<file path="src/hdl/dpsc_pkg.sv">
// dpsc_pkg: shared types and constants of the digital pot step controller
// no dependencies; used by the channel interfaces and every module
`default_nettype none

package dpsc_pkg;

   // field widths and table size
   localparam int NUM_CHANNELS = 8;

   typedef logic [2:0] mode_type;
   typedef logic [4:0] step_type;
   typedef logic [5:0] pos_type;
   typedef logic [2:0] chan_type;
   typedef logic [7:0] ms_type;

   // step limits and reset values
   localparam step_type MAX_STEP       = 5'd31;
   localparam pos_type  UNINIT_POS     = 6'(MAX_STEP) + 6'd1;
   localparam chan_type RESET_CHANNEL  = 3'd6;
   localparam ms_type   PULSE_MS_RESET = 8'd60;

   // item modes
   localparam mode_type MODE_TICK    = 3'd0;
   localparam mode_type MODE_UP      = 3'd1;
   localparam mode_type MODE_DOWN    = 3'd2;
   localparam mode_type MODE_SET_SEL = 3'd3;
   localparam mode_type MODE_SET_CH  = 3'd4;
   localparam mode_type MODE_SELECT  = 3'd5;

   // pulse machine
   typedef enum logic [1:0] {
      PS_IDLE,
      PS_UP,
      PS_DOWN
   } pulse_state_type;

   // request word
   typedef struct packed {
      mode_type mode;
      step_type step_value;
      chan_type channel_index;
   } req_word_type;

   // response word
   typedef struct packed {
      logic     up_pulse;
      logic     down_pulse;
      pos_type  wiper_position;
      chan_type active_channel;
      logic     is_ready;
      logic     new_value;
   } rsp_word_type;

   // controller state
   typedef struct packed {
      step_type [NUM_CHANNELS-1:0] targets;
      chan_type                    selected;
      pos_type                     actual;
      pulse_state_type             pulse_state;
      ms_type                      timer;
   } ctrl_state_type;

endpackage

`default_nettype wire

</file>
<file path="src/hdl/dpsc_req_if.sv">
// dpsc_req_if: request channel, valid/ready with one item word
// depends on dpsc_pkg
`default_nettype none

interface dpsc_req_if;
   import dpsc_pkg::*;

   logic     valid;
   logic     ready;
   mode_type mode;
   step_type step_value;
   chan_type channel_index;

   modport source (output valid, output mode, output step_value, output channel_index,
                   input ready);
   modport sink   (input valid, input mode, input step_value, input channel_index,
                   output ready);
endinterface

`default_nettype wire

</file>
<file path="src/hdl/dpsc_rsp_if.sv">
// dpsc_rsp_if: response channel, valid/ready with one status word
// depends on dpsc_pkg
`default_nettype none

interface dpsc_rsp_if;
   import dpsc_pkg::*;

   logic     valid;
   logic     ready;
   logic     up_pulse;
   logic     down_pulse;
   pos_type  wiper_position;
   chan_type active_channel;
   logic     is_ready;
   logic     new_value;

   modport source (output valid, output up_pulse, output down_pulse, output wiper_position,
                   output active_channel, output is_ready, output new_value,
                   input ready);
   modport sink   (input valid, input up_pulse, input down_pulse, input wiper_position,
                   input active_channel, input is_ready, input new_value,
                   output ready);
endinterface

`default_nettype wire

</file>
<file path="src/hdl/dpsc_step_logic.sv">
// dpsc_step_logic: next-state and response logic for one request word
// depends on dpsc_pkg
`default_nettype none

module dpsc_step_logic (
   input  dpsc_pkg::req_word_type   word,
   input  dpsc_pkg::ctrl_state_type cur,
   input  dpsc_pkg::ms_type         pulse_ms,
   output dpsc_pkg::ctrl_state_type nxt,
   output dpsc_pkg::rsp_word_type   rsp
);
   import dpsc_pkg::*;

   step_type tgt;
   step_type clamped;
   logic     done;

   // target of the selected channel and the clamped step value
   assign tgt     = cur.targets[cur.selected];
   assign clamped = (word.step_value > MAX_STEP) ? MAX_STEP : word.step_value;

   // state update per mode
   always_comb begin
      nxt  = cur;
      done = 1'b0;
      unique case (word.mode)
         MODE_TICK: begin
            if (cur.pulse_state != PS_IDLE) begin
               if (cur.timer != 8'd0) begin
                  nxt.timer = cur.timer - 8'd1;
               end else begin
                  if (cur.pulse_state == PS_UP) begin
                     nxt.actual = (cur.actual < 6'(MAX_STEP)) ? cur.actual + 6'd1
                                                              : 6'(MAX_STEP);
                  end else if (cur.actual != 6'd0) begin
                     nxt.actual = cur.actual - 6'd1;
                  end
                  nxt.pulse_state = PS_IDLE;
                  done            = 1'b1;
               end
            end else if ({1'b0, tgt} > cur.actual) begin
               nxt.pulse_state = PS_UP;
               nxt.timer       = pulse_ms;
            end else if ({1'b0, tgt} < cur.actual) begin
               nxt.pulse_state = PS_DOWN;
               nxt.timer       = pulse_ms;
            end
         end
         MODE_UP: begin
            nxt.targets[cur.selected] = (tgt < MAX_STEP) ? tgt + 5'd1 : MAX_STEP;
         end
         MODE_DOWN: begin
            if (tgt != 5'd0) begin
               nxt.targets[cur.selected] = tgt - 5'd1;
            end
         end
         MODE_SET_SEL: begin
            nxt.targets[cur.selected] = clamped;
         end
         MODE_SET_CH: begin
            nxt.targets[word.channel_index] = clamped;
         end
         MODE_SELECT: begin
            nxt.selected = word.channel_index;
         end
         default: begin
         end
      endcase
   end

   // status word from the updated state
   always_comb begin
      rsp.up_pulse       = (nxt.pulse_state == PS_UP);
      rsp.down_pulse     = (nxt.pulse_state == PS_DOWN);
      rsp.wiper_position = nxt.actual;
      rsp.active_channel = nxt.selected;
      rsp.is_ready       = (nxt.actual == 6'd0);
      rsp.new_value      = done;
   end

endmodule

`default_nettype wire

</file>
<file path="src/hdl/digital_pot_step_controller_core.sv">
// digital_pot_step_controller_core: step controller for an up/down-pulse potentiometer
// depends on dpsc_pkg, dpsc_req_if, dpsc_rsp_if and dpsc_step_logic
//
// Usage: each request word on req_chan is either a millisecond tick or an edit of the
// per-channel target table / selected channel. Every word yields exactly one status word
// on rsp_chan: pulse pins, wiper position, selected channel, ready and new_value flags.
// The pulse hold time is written through csr_write_enable / csr_write_data; the user
// must write it only while the block is idle; the block does not enforce this.
// A running pulse keeps the hold time loaded at its start. An accepted word sits in
// the input register; its status word moves into the response register once that
// register is free, and rsp_chan.valid is driven from the response register.
// Throughput: one word per cycle while rsp_chan is ready.
// Stall: when rsp_chan is not ready the response register holds, the input register
// fills, and req_chan.ready drops; no word is lost or repeated.
// Reset (synchronous, active high): targets all zero, channel 6 selected, wiper 32
// (unknown), pulse machine idle, hold time 60, both channel registers empty.
`default_nettype none

module digital_pot_step_controller_core (
   input  logic             clock,
   input  logic             reset,
   dpsc_req_if.sink         req_chan,
   dpsc_rsp_if.source       rsp_chan,
   input  logic             csr_write_enable,
   input  dpsc_pkg::ms_type csr_write_data
);
   import dpsc_pkg::*;

   logic           in_valid_ff;
   req_word_type   in_word_ff;
   logic           out_valid_ff;
   rsp_word_type   out_word_ff;
   ctrl_state_type state_ff;
   ctrl_state_type state_in;
   rsp_word_type   out_word_in;
   ms_type         pulse_ms_ff;
   logic           out_free;
   logic           advance;
   logic           take;

   // handshake
   assign out_free       = !out_valid_ff || rsp_chan.ready;
   assign advance        = in_valid_ff && out_free;
   assign req_chan.ready = !in_valid_ff || out_free;
   assign take           = req_chan.valid && req_chan.ready;

   // state update for the word in the input register
   dpsc_step_logic u_step (
      .word     (in_word_ff),
      .cur      (state_ff),
      .pulse_ms (pulse_ms_ff),
      .nxt      (state_in),
      .rsp      (out_word_in)
   );

   // input register
   always_ff @(posedge clock) begin
      if (reset) begin
         in_valid_ff <= 1'b0;
      end else if (req_chan.ready) begin
         in_valid_ff <= req_chan.valid;
      end
      if (take) begin
         in_word_ff.mode          <= req_chan.mode;
         in_word_ff.step_value    <= req_chan.step_value;
         in_word_ff.channel_index <= req_chan.channel_index;
      end
   end

   // controller state and response register
   always_ff @(posedge clock) begin
      if (reset) begin
         state_ff.targets     <= '0;
         state_ff.selected    <= RESET_CHANNEL;
         state_ff.actual      <= UNINIT_POS;
         state_ff.pulse_state <= PS_IDLE;
         state_ff.timer       <= 8'd0;
         out_valid_ff         <= 1'b0;
      end else begin
         if (advance) begin
            state_ff <= state_in;
         end
         if (out_free) begin
            out_valid_ff <= in_valid_ff;
         end
      end
      if (advance) begin
         out_word_ff <= out_word_in;
      end
   end

   // hold time register
   always_ff @(posedge clock) begin
      if (reset) begin
         pulse_ms_ff <= PULSE_MS_RESET;
      end else if (csr_write_enable) begin
         pulse_ms_ff <= csr_write_data;
      end
   end

   // response channel
   assign rsp_chan.valid          = out_valid_ff;
   assign rsp_chan.up_pulse       = out_word_ff.up_pulse;
   assign rsp_chan.down_pulse     = out_word_ff.down_pulse;
   assign rsp_chan.wiper_position = out_word_ff.wiper_position;
   assign rsp_chan.active_channel = out_word_ff.active_channel;
   assign rsp_chan.is_ready       = out_word_ff.is_ready;
   assign rsp_chan.new_value      = out_word_ff.new_value;

endmodule

`default_nettype wire

</file>
<file path="src/flat_wrapper.sv">
// flat-port wrapper written by rule: the top's interface ports become plain ports
module digital_pot_step_controller_core_flat import dpsc_pkg::*;
  (clock, reset, csr_write_enable, csr_write_data, req_chan_valid, req_chan_mode, req_chan_step_value, req_chan_channel_index, req_chan_ready, rsp_chan_valid, rsp_chan_up_pulse, rsp_chan_down_pulse, rsp_chan_wiper_position, rsp_chan_active_channel, rsp_chan_is_ready, rsp_chan_new_value, rsp_chan_ready);
  dpsc_req_if req_chan_i ();
  dpsc_rsp_if rsp_chan_i ();
  input  logic clock;
  input  logic reset;
  input  logic csr_write_enable;
  input  dpsc_pkg::ms_type csr_write_data;
  input wire logic [$bits(req_chan_i.valid)-1:0] req_chan_valid;
  input wire logic [$bits(req_chan_i.mode)-1:0] req_chan_mode;
  input wire logic [$bits(req_chan_i.step_value)-1:0] req_chan_step_value;
  input wire logic [$bits(req_chan_i.channel_index)-1:0] req_chan_channel_index;
  output wire logic [$bits(req_chan_i.ready)-1:0] req_chan_ready;
  output wire logic [$bits(rsp_chan_i.valid)-1:0] rsp_chan_valid;
  output wire logic [$bits(rsp_chan_i.up_pulse)-1:0] rsp_chan_up_pulse;
  output wire logic [$bits(rsp_chan_i.down_pulse)-1:0] rsp_chan_down_pulse;
  output wire logic [$bits(rsp_chan_i.wiper_position)-1:0] rsp_chan_wiper_position;
  output wire logic [$bits(rsp_chan_i.active_channel)-1:0] rsp_chan_active_channel;
  output wire logic [$bits(rsp_chan_i.is_ready)-1:0] rsp_chan_is_ready;
  output wire logic [$bits(rsp_chan_i.new_value)-1:0] rsp_chan_new_value;
  input wire logic [$bits(rsp_chan_i.ready)-1:0] rsp_chan_ready;
  assign req_chan_i.valid = req_chan_valid;
  assign req_chan_i.mode = req_chan_mode;
  assign req_chan_i.step_value = req_chan_step_value;
  assign req_chan_i.channel_index = req_chan_channel_index;
  assign req_chan_ready = req_chan_i.ready;
  assign rsp_chan_valid = rsp_chan_i.valid;
  assign rsp_chan_up_pulse = rsp_chan_i.up_pulse;
  assign rsp_chan_down_pulse = rsp_chan_i.down_pulse;
  assign rsp_chan_wiper_position = rsp_chan_i.wiper_position;
  assign rsp_chan_active_channel = rsp_chan_i.active_channel;
  assign rsp_chan_is_ready = rsp_chan_i.is_ready;
  assign rsp_chan_new_value = rsp_chan_i.new_value;
  assign rsp_chan_i.ready = rsp_chan_ready;
  digital_pot_step_controller_core u_core (.clock(clock), .reset(reset), .req_chan(req_chan_i), .rsp_chan(rsp_chan_i), .csr_write_enable(csr_write_enable), .csr_write_data(csr_write_data));
endmodule
</file>
<file path="config.mk">
export PLATFORM = sky130hd
export DESIGN_NAME = digital_pot_step_controller_core_flat
export DESIGN_NICKNAME = d
export VERILOG_FILES = /design/src/hdl/dpsc_pkg.sv /design/src/hdl/dpsc_req_if.sv /design/src/hdl/dpsc_rsp_if.sv /design/src/hdl/dpsc_step_logic.sv /design/src/hdl/digital_pot_step_controller_core.sv /design/src/flat_wrapper.sv
export SDC_FILE = /design/constraint.sdc
export NUM_CORES = 1
export LEC_CHECK = 0
export ABC_AREA = 1
export BUFFER_PORTS_ARGS = -buffer_cell sky130_fd_sc_hd__buf_2
export CAP_MARGIN = 5
export CORE_MARGIN = 1.5
export CORE_UTILIZATION = 45
export CTS_BUF_LIST = sky130_fd_sc_hd__clkbuf_8
export CTS_CLUSTER_DIAMETER = 200
export DETAILED_ROUTE_END_ITERATION = 10
export GPL_TIMING_DRIVEN = 0
export HOLD_SLACK_MARGIN = 0.15
export PLACE_DENSITY = 0.7
export SKIP_LAST_GASP = 1
export SYNTH_ARGS = -nofsm -noshare
export SYNTH_HDL_FRONTEND = slang
export SYNTH_SLANG_ARGS = --single-unit
</file>
<file path="constraint.sdc">
create_clock -name clock -period 4.4 [get_ports clock]
set_input_delay 0.44 -clock clock [delete_from_list [all_inputs] [get_ports clock]]
set_output_delay 0.44 -clock clock [all_outputs]
set_load 0.02 [all_outputs]
</file>
==> summary.md <==
| Metric | Value |
|---|---|
| Status | `completed` |
| GR Overflow Total | `0` |
| Max Transition Viols Final | `0` |
| Worst R2R Setup Slack | `990 ps` |
| Largest net degree at the start of global routing | `23` |
| Data required time of the critical path | `4700 ps` |
| Max-capacitance violation count | `0` |
| DIE HEIGHT | `129 um` |
| Vias in the first global route | `6955` |
| Slew HR | `32.8%` |
| Synth Warn # | `0` |
| Peak supply drop | `0.133 mV` |
| Std cell rows | `45` |
| Crit end category | `flip-flop` |
| Syn nets | `1219` |
| Clock sinks | `93` |
| Clk Latency, worst-skew pair | `410 ps` |
| Post-CTS Setup Bufs | `0` |
| Core Region | `15300 um2` |
| Initial antenna violation count | `0` |
| Inserted Clock Buffers | `9` |
| Final period util | `77.5%` |
| Clk root buf | `clkbuf_8` |
| Post-route antenna net violation count | `0` |
| Crit Path Max Fanout | `10` |
| Vias per cell | `5.64` |
| Post-CTS resize count | `0` |
| Layout Nets | `1269` |
| Seq cells post-synth | `93` |
| Post-route setup TNS | `0 ps` |
| Finish-stage setup viols | `0` |
| Wire per inst | `17.5 um` |
| Mapped Area | `7120 um2` |
| Post-Syn Instances | `1182` |
| WP data arrival | `3710 ps` |
| Pwr dens | `279 nW/um2` |
| Total chip power | `2160 uW` |
| Initial DRT Pass Iterations | `7` |
| Area growth from synthesis to layout | `9.03%` |
| Min-delay worst type | `input pin to flip-flop` |
| Unique masters post-synth | `42` |
| Share of cells above drive strength 1 | `8.49%` |
| Vias | `8167` |
| Min Clock Period, post-route | `3410 ps` |
| Die area | `16600 um2` |
| Worst setup SP type | `flip-flop` |
| Diodes inserted | `0` |
| DR iter-0 viols | `1080` |
| First-pass GRT wire length | `38200 um` |
| Initial core utilization | `46.5%` |
| HPWL reported at the end of detailed placement | `17600 um` |
| Multi-input gate area | `4230 um2` |
| CTS clock-pin slew for the worst setup and hold paths | `110 ps` |
| Hold Violations, Final | `0` |
| DRC Markers | `0` |
| Total number of H-tree levels | `3` |
| Clock Skew | `15.9 ps` |
| Clock buffer depth | `2` |
| GPL Wtd Cong | `1.01` |
| Gr usage total | `30.8%` |
| Drt total wl | `25400 um` |
| # hold bufs at CTS | `0` |
| Sequential area share after synthesis | `29.5%` |
| Unrepaired setup endpoints after global routing | `no` |
| Fmax | `293 MHz` |
| Static Leak | `0.00372 uW` |
| DIE WIDTH | `129 um` |
| Critical path class | `flip-flop to flip-flop` |
| Post-Syn Area per Cell | `6.02 um2` |
| FF/Latch Area | `2100 um2` |
| Port Buffers | `38` |
| Worst Tran Pin Value | `1010 ps` |
| Io pins | `39` |
| Layout fillers | `1670` |
| Worst slack, placed | `1100 ps` |
| Final worst slack | `992 ps` |
| CTS tree | `yes` |
stage by stage:
stage / area (um2) / cells / utilization [%] / hold WS [ps]
global route: 7760 / 1448 / 50.7 / 195
finish: 7760 / 1448 / 50.7 / 198
floorplan: 7120 / 1182 / - / 430
CTS: 7760 / 1448 / 50.7 / 187
global placement: 7570 / 1431 / 49.5 / 450
detailed placement: 7580 / 1432 / 49.5 / 451
final timing paths:
| check | start | end | cells past startpoint |
|---|---|---|---|
| worst min-delay path | req_chan_step_value[0] | u_core.in_word_ff[3] | 1 |
| worst max-delay path | u_core.state_ff[16] | u_core.state_ff[7] | 18 |
| worst min register to register | u_core.pulse_ms_ff[4] | u_core.pulse_ms_ff[4] | 2 |
| worst max register to register | u_core.state_ff[16] | u_core.state_ff[7] | 18 |
per-layer routing:
layer / vias up / wire [um] / GRT usage, %
li1: 3930 / - / -
met1: 3659 / 10700 / 42.2
met2: 473 / 10500 / 45.0
met3: 105 / 2890 / 6.32
met4: 0 / 1300 / 17.6
met5: - / 0 / 0
synthesized netlist by cell type, drive strengths merged:
library cell    n  area (um2)
a31o            2        17.5
nand3          67         348
clkinv          1        3.75
nand3b          8        60.1
edfxtp         24         721
a31oi           9        56.3
nor2          146         633
o22ai           7        43.8
clkbuf         31         116
nand2         335        1290
o31ai           4        30.0
ha             13         163
a21oi          96         484
buf            10        65.1
nand4           3        18.8
o21bai          1        7.51
and3            1        6.26
or2             1        6.26
xor2            5        43.8
o21ai         172         880
inv           160         601
a22oi           2        15.0
o221ai          2        17.5
dfxtp          69        1380
o211ai          8        70.1
nor3            5        40.0
where the power goes:
part / leakage [uW] / switching [uW] / internal, uW
clock: 0.0000900 / 351 / 212
combinational: 0.00284 / 474 / 167
sequential: 0.000791 / 34.9 / 924
worst max-delay path: stages (launching register included):
cell      delay, ps
dfxtp_1         340
buf_4           180
buf_2           310
nand2_1         100
nand3_1          90
nand2_1          90
nor2_2          240
inv_1           100
ha_1            320
inv_1            50
o21bai_1        110
nand2_1          60
o211ai_1        130
nand4_1         280
o211ai_2        420
buf_2           300
nand2_1          70
nand2_1          60
nor2_1           40
area by class of cell:
class                      count  area share [%]
clock inverter                 7           0.693
tap                          211            3.40
clock buffer                   9            1.60
buffer                        41            2.34
multi-input combinational    887            54.5
timing repair buffer          39            2.60
inverter                     161            7.79
sequential                    93            27.1
layout by cell type, fill, tap and decap left out, types with 13 or more instances in the layout:
cell and instances:
inv_1 152, buf_2 42, o21ai_0 159, a21oi_1 95
clkbuf_1 31, ha_1 13, edfxtp_1 24, nor2_1 130
nand2_1 329, nand3_1 66, dfxtp_1 69
kinds of logic (layout without fill, tap and decap cells):
| family | Yosys count | after routing | synth area share (%) |
|---|---|---|---|
| AOI/OAI and AO/OA | 303 | 303 | 22.8 |
| xor gates and xnor gates | 5 | 5 | 0.615 |
| adders and majority gates | 13 | 13 | 2.28 |
| buffers and inverters | 202 | 257 | 11.0 |
| DFF | 93 | 93 | 29.5 |
| and+or+nand+nor | 566 | 566 | 33.8 |
(Power assumes the default switching activity.)
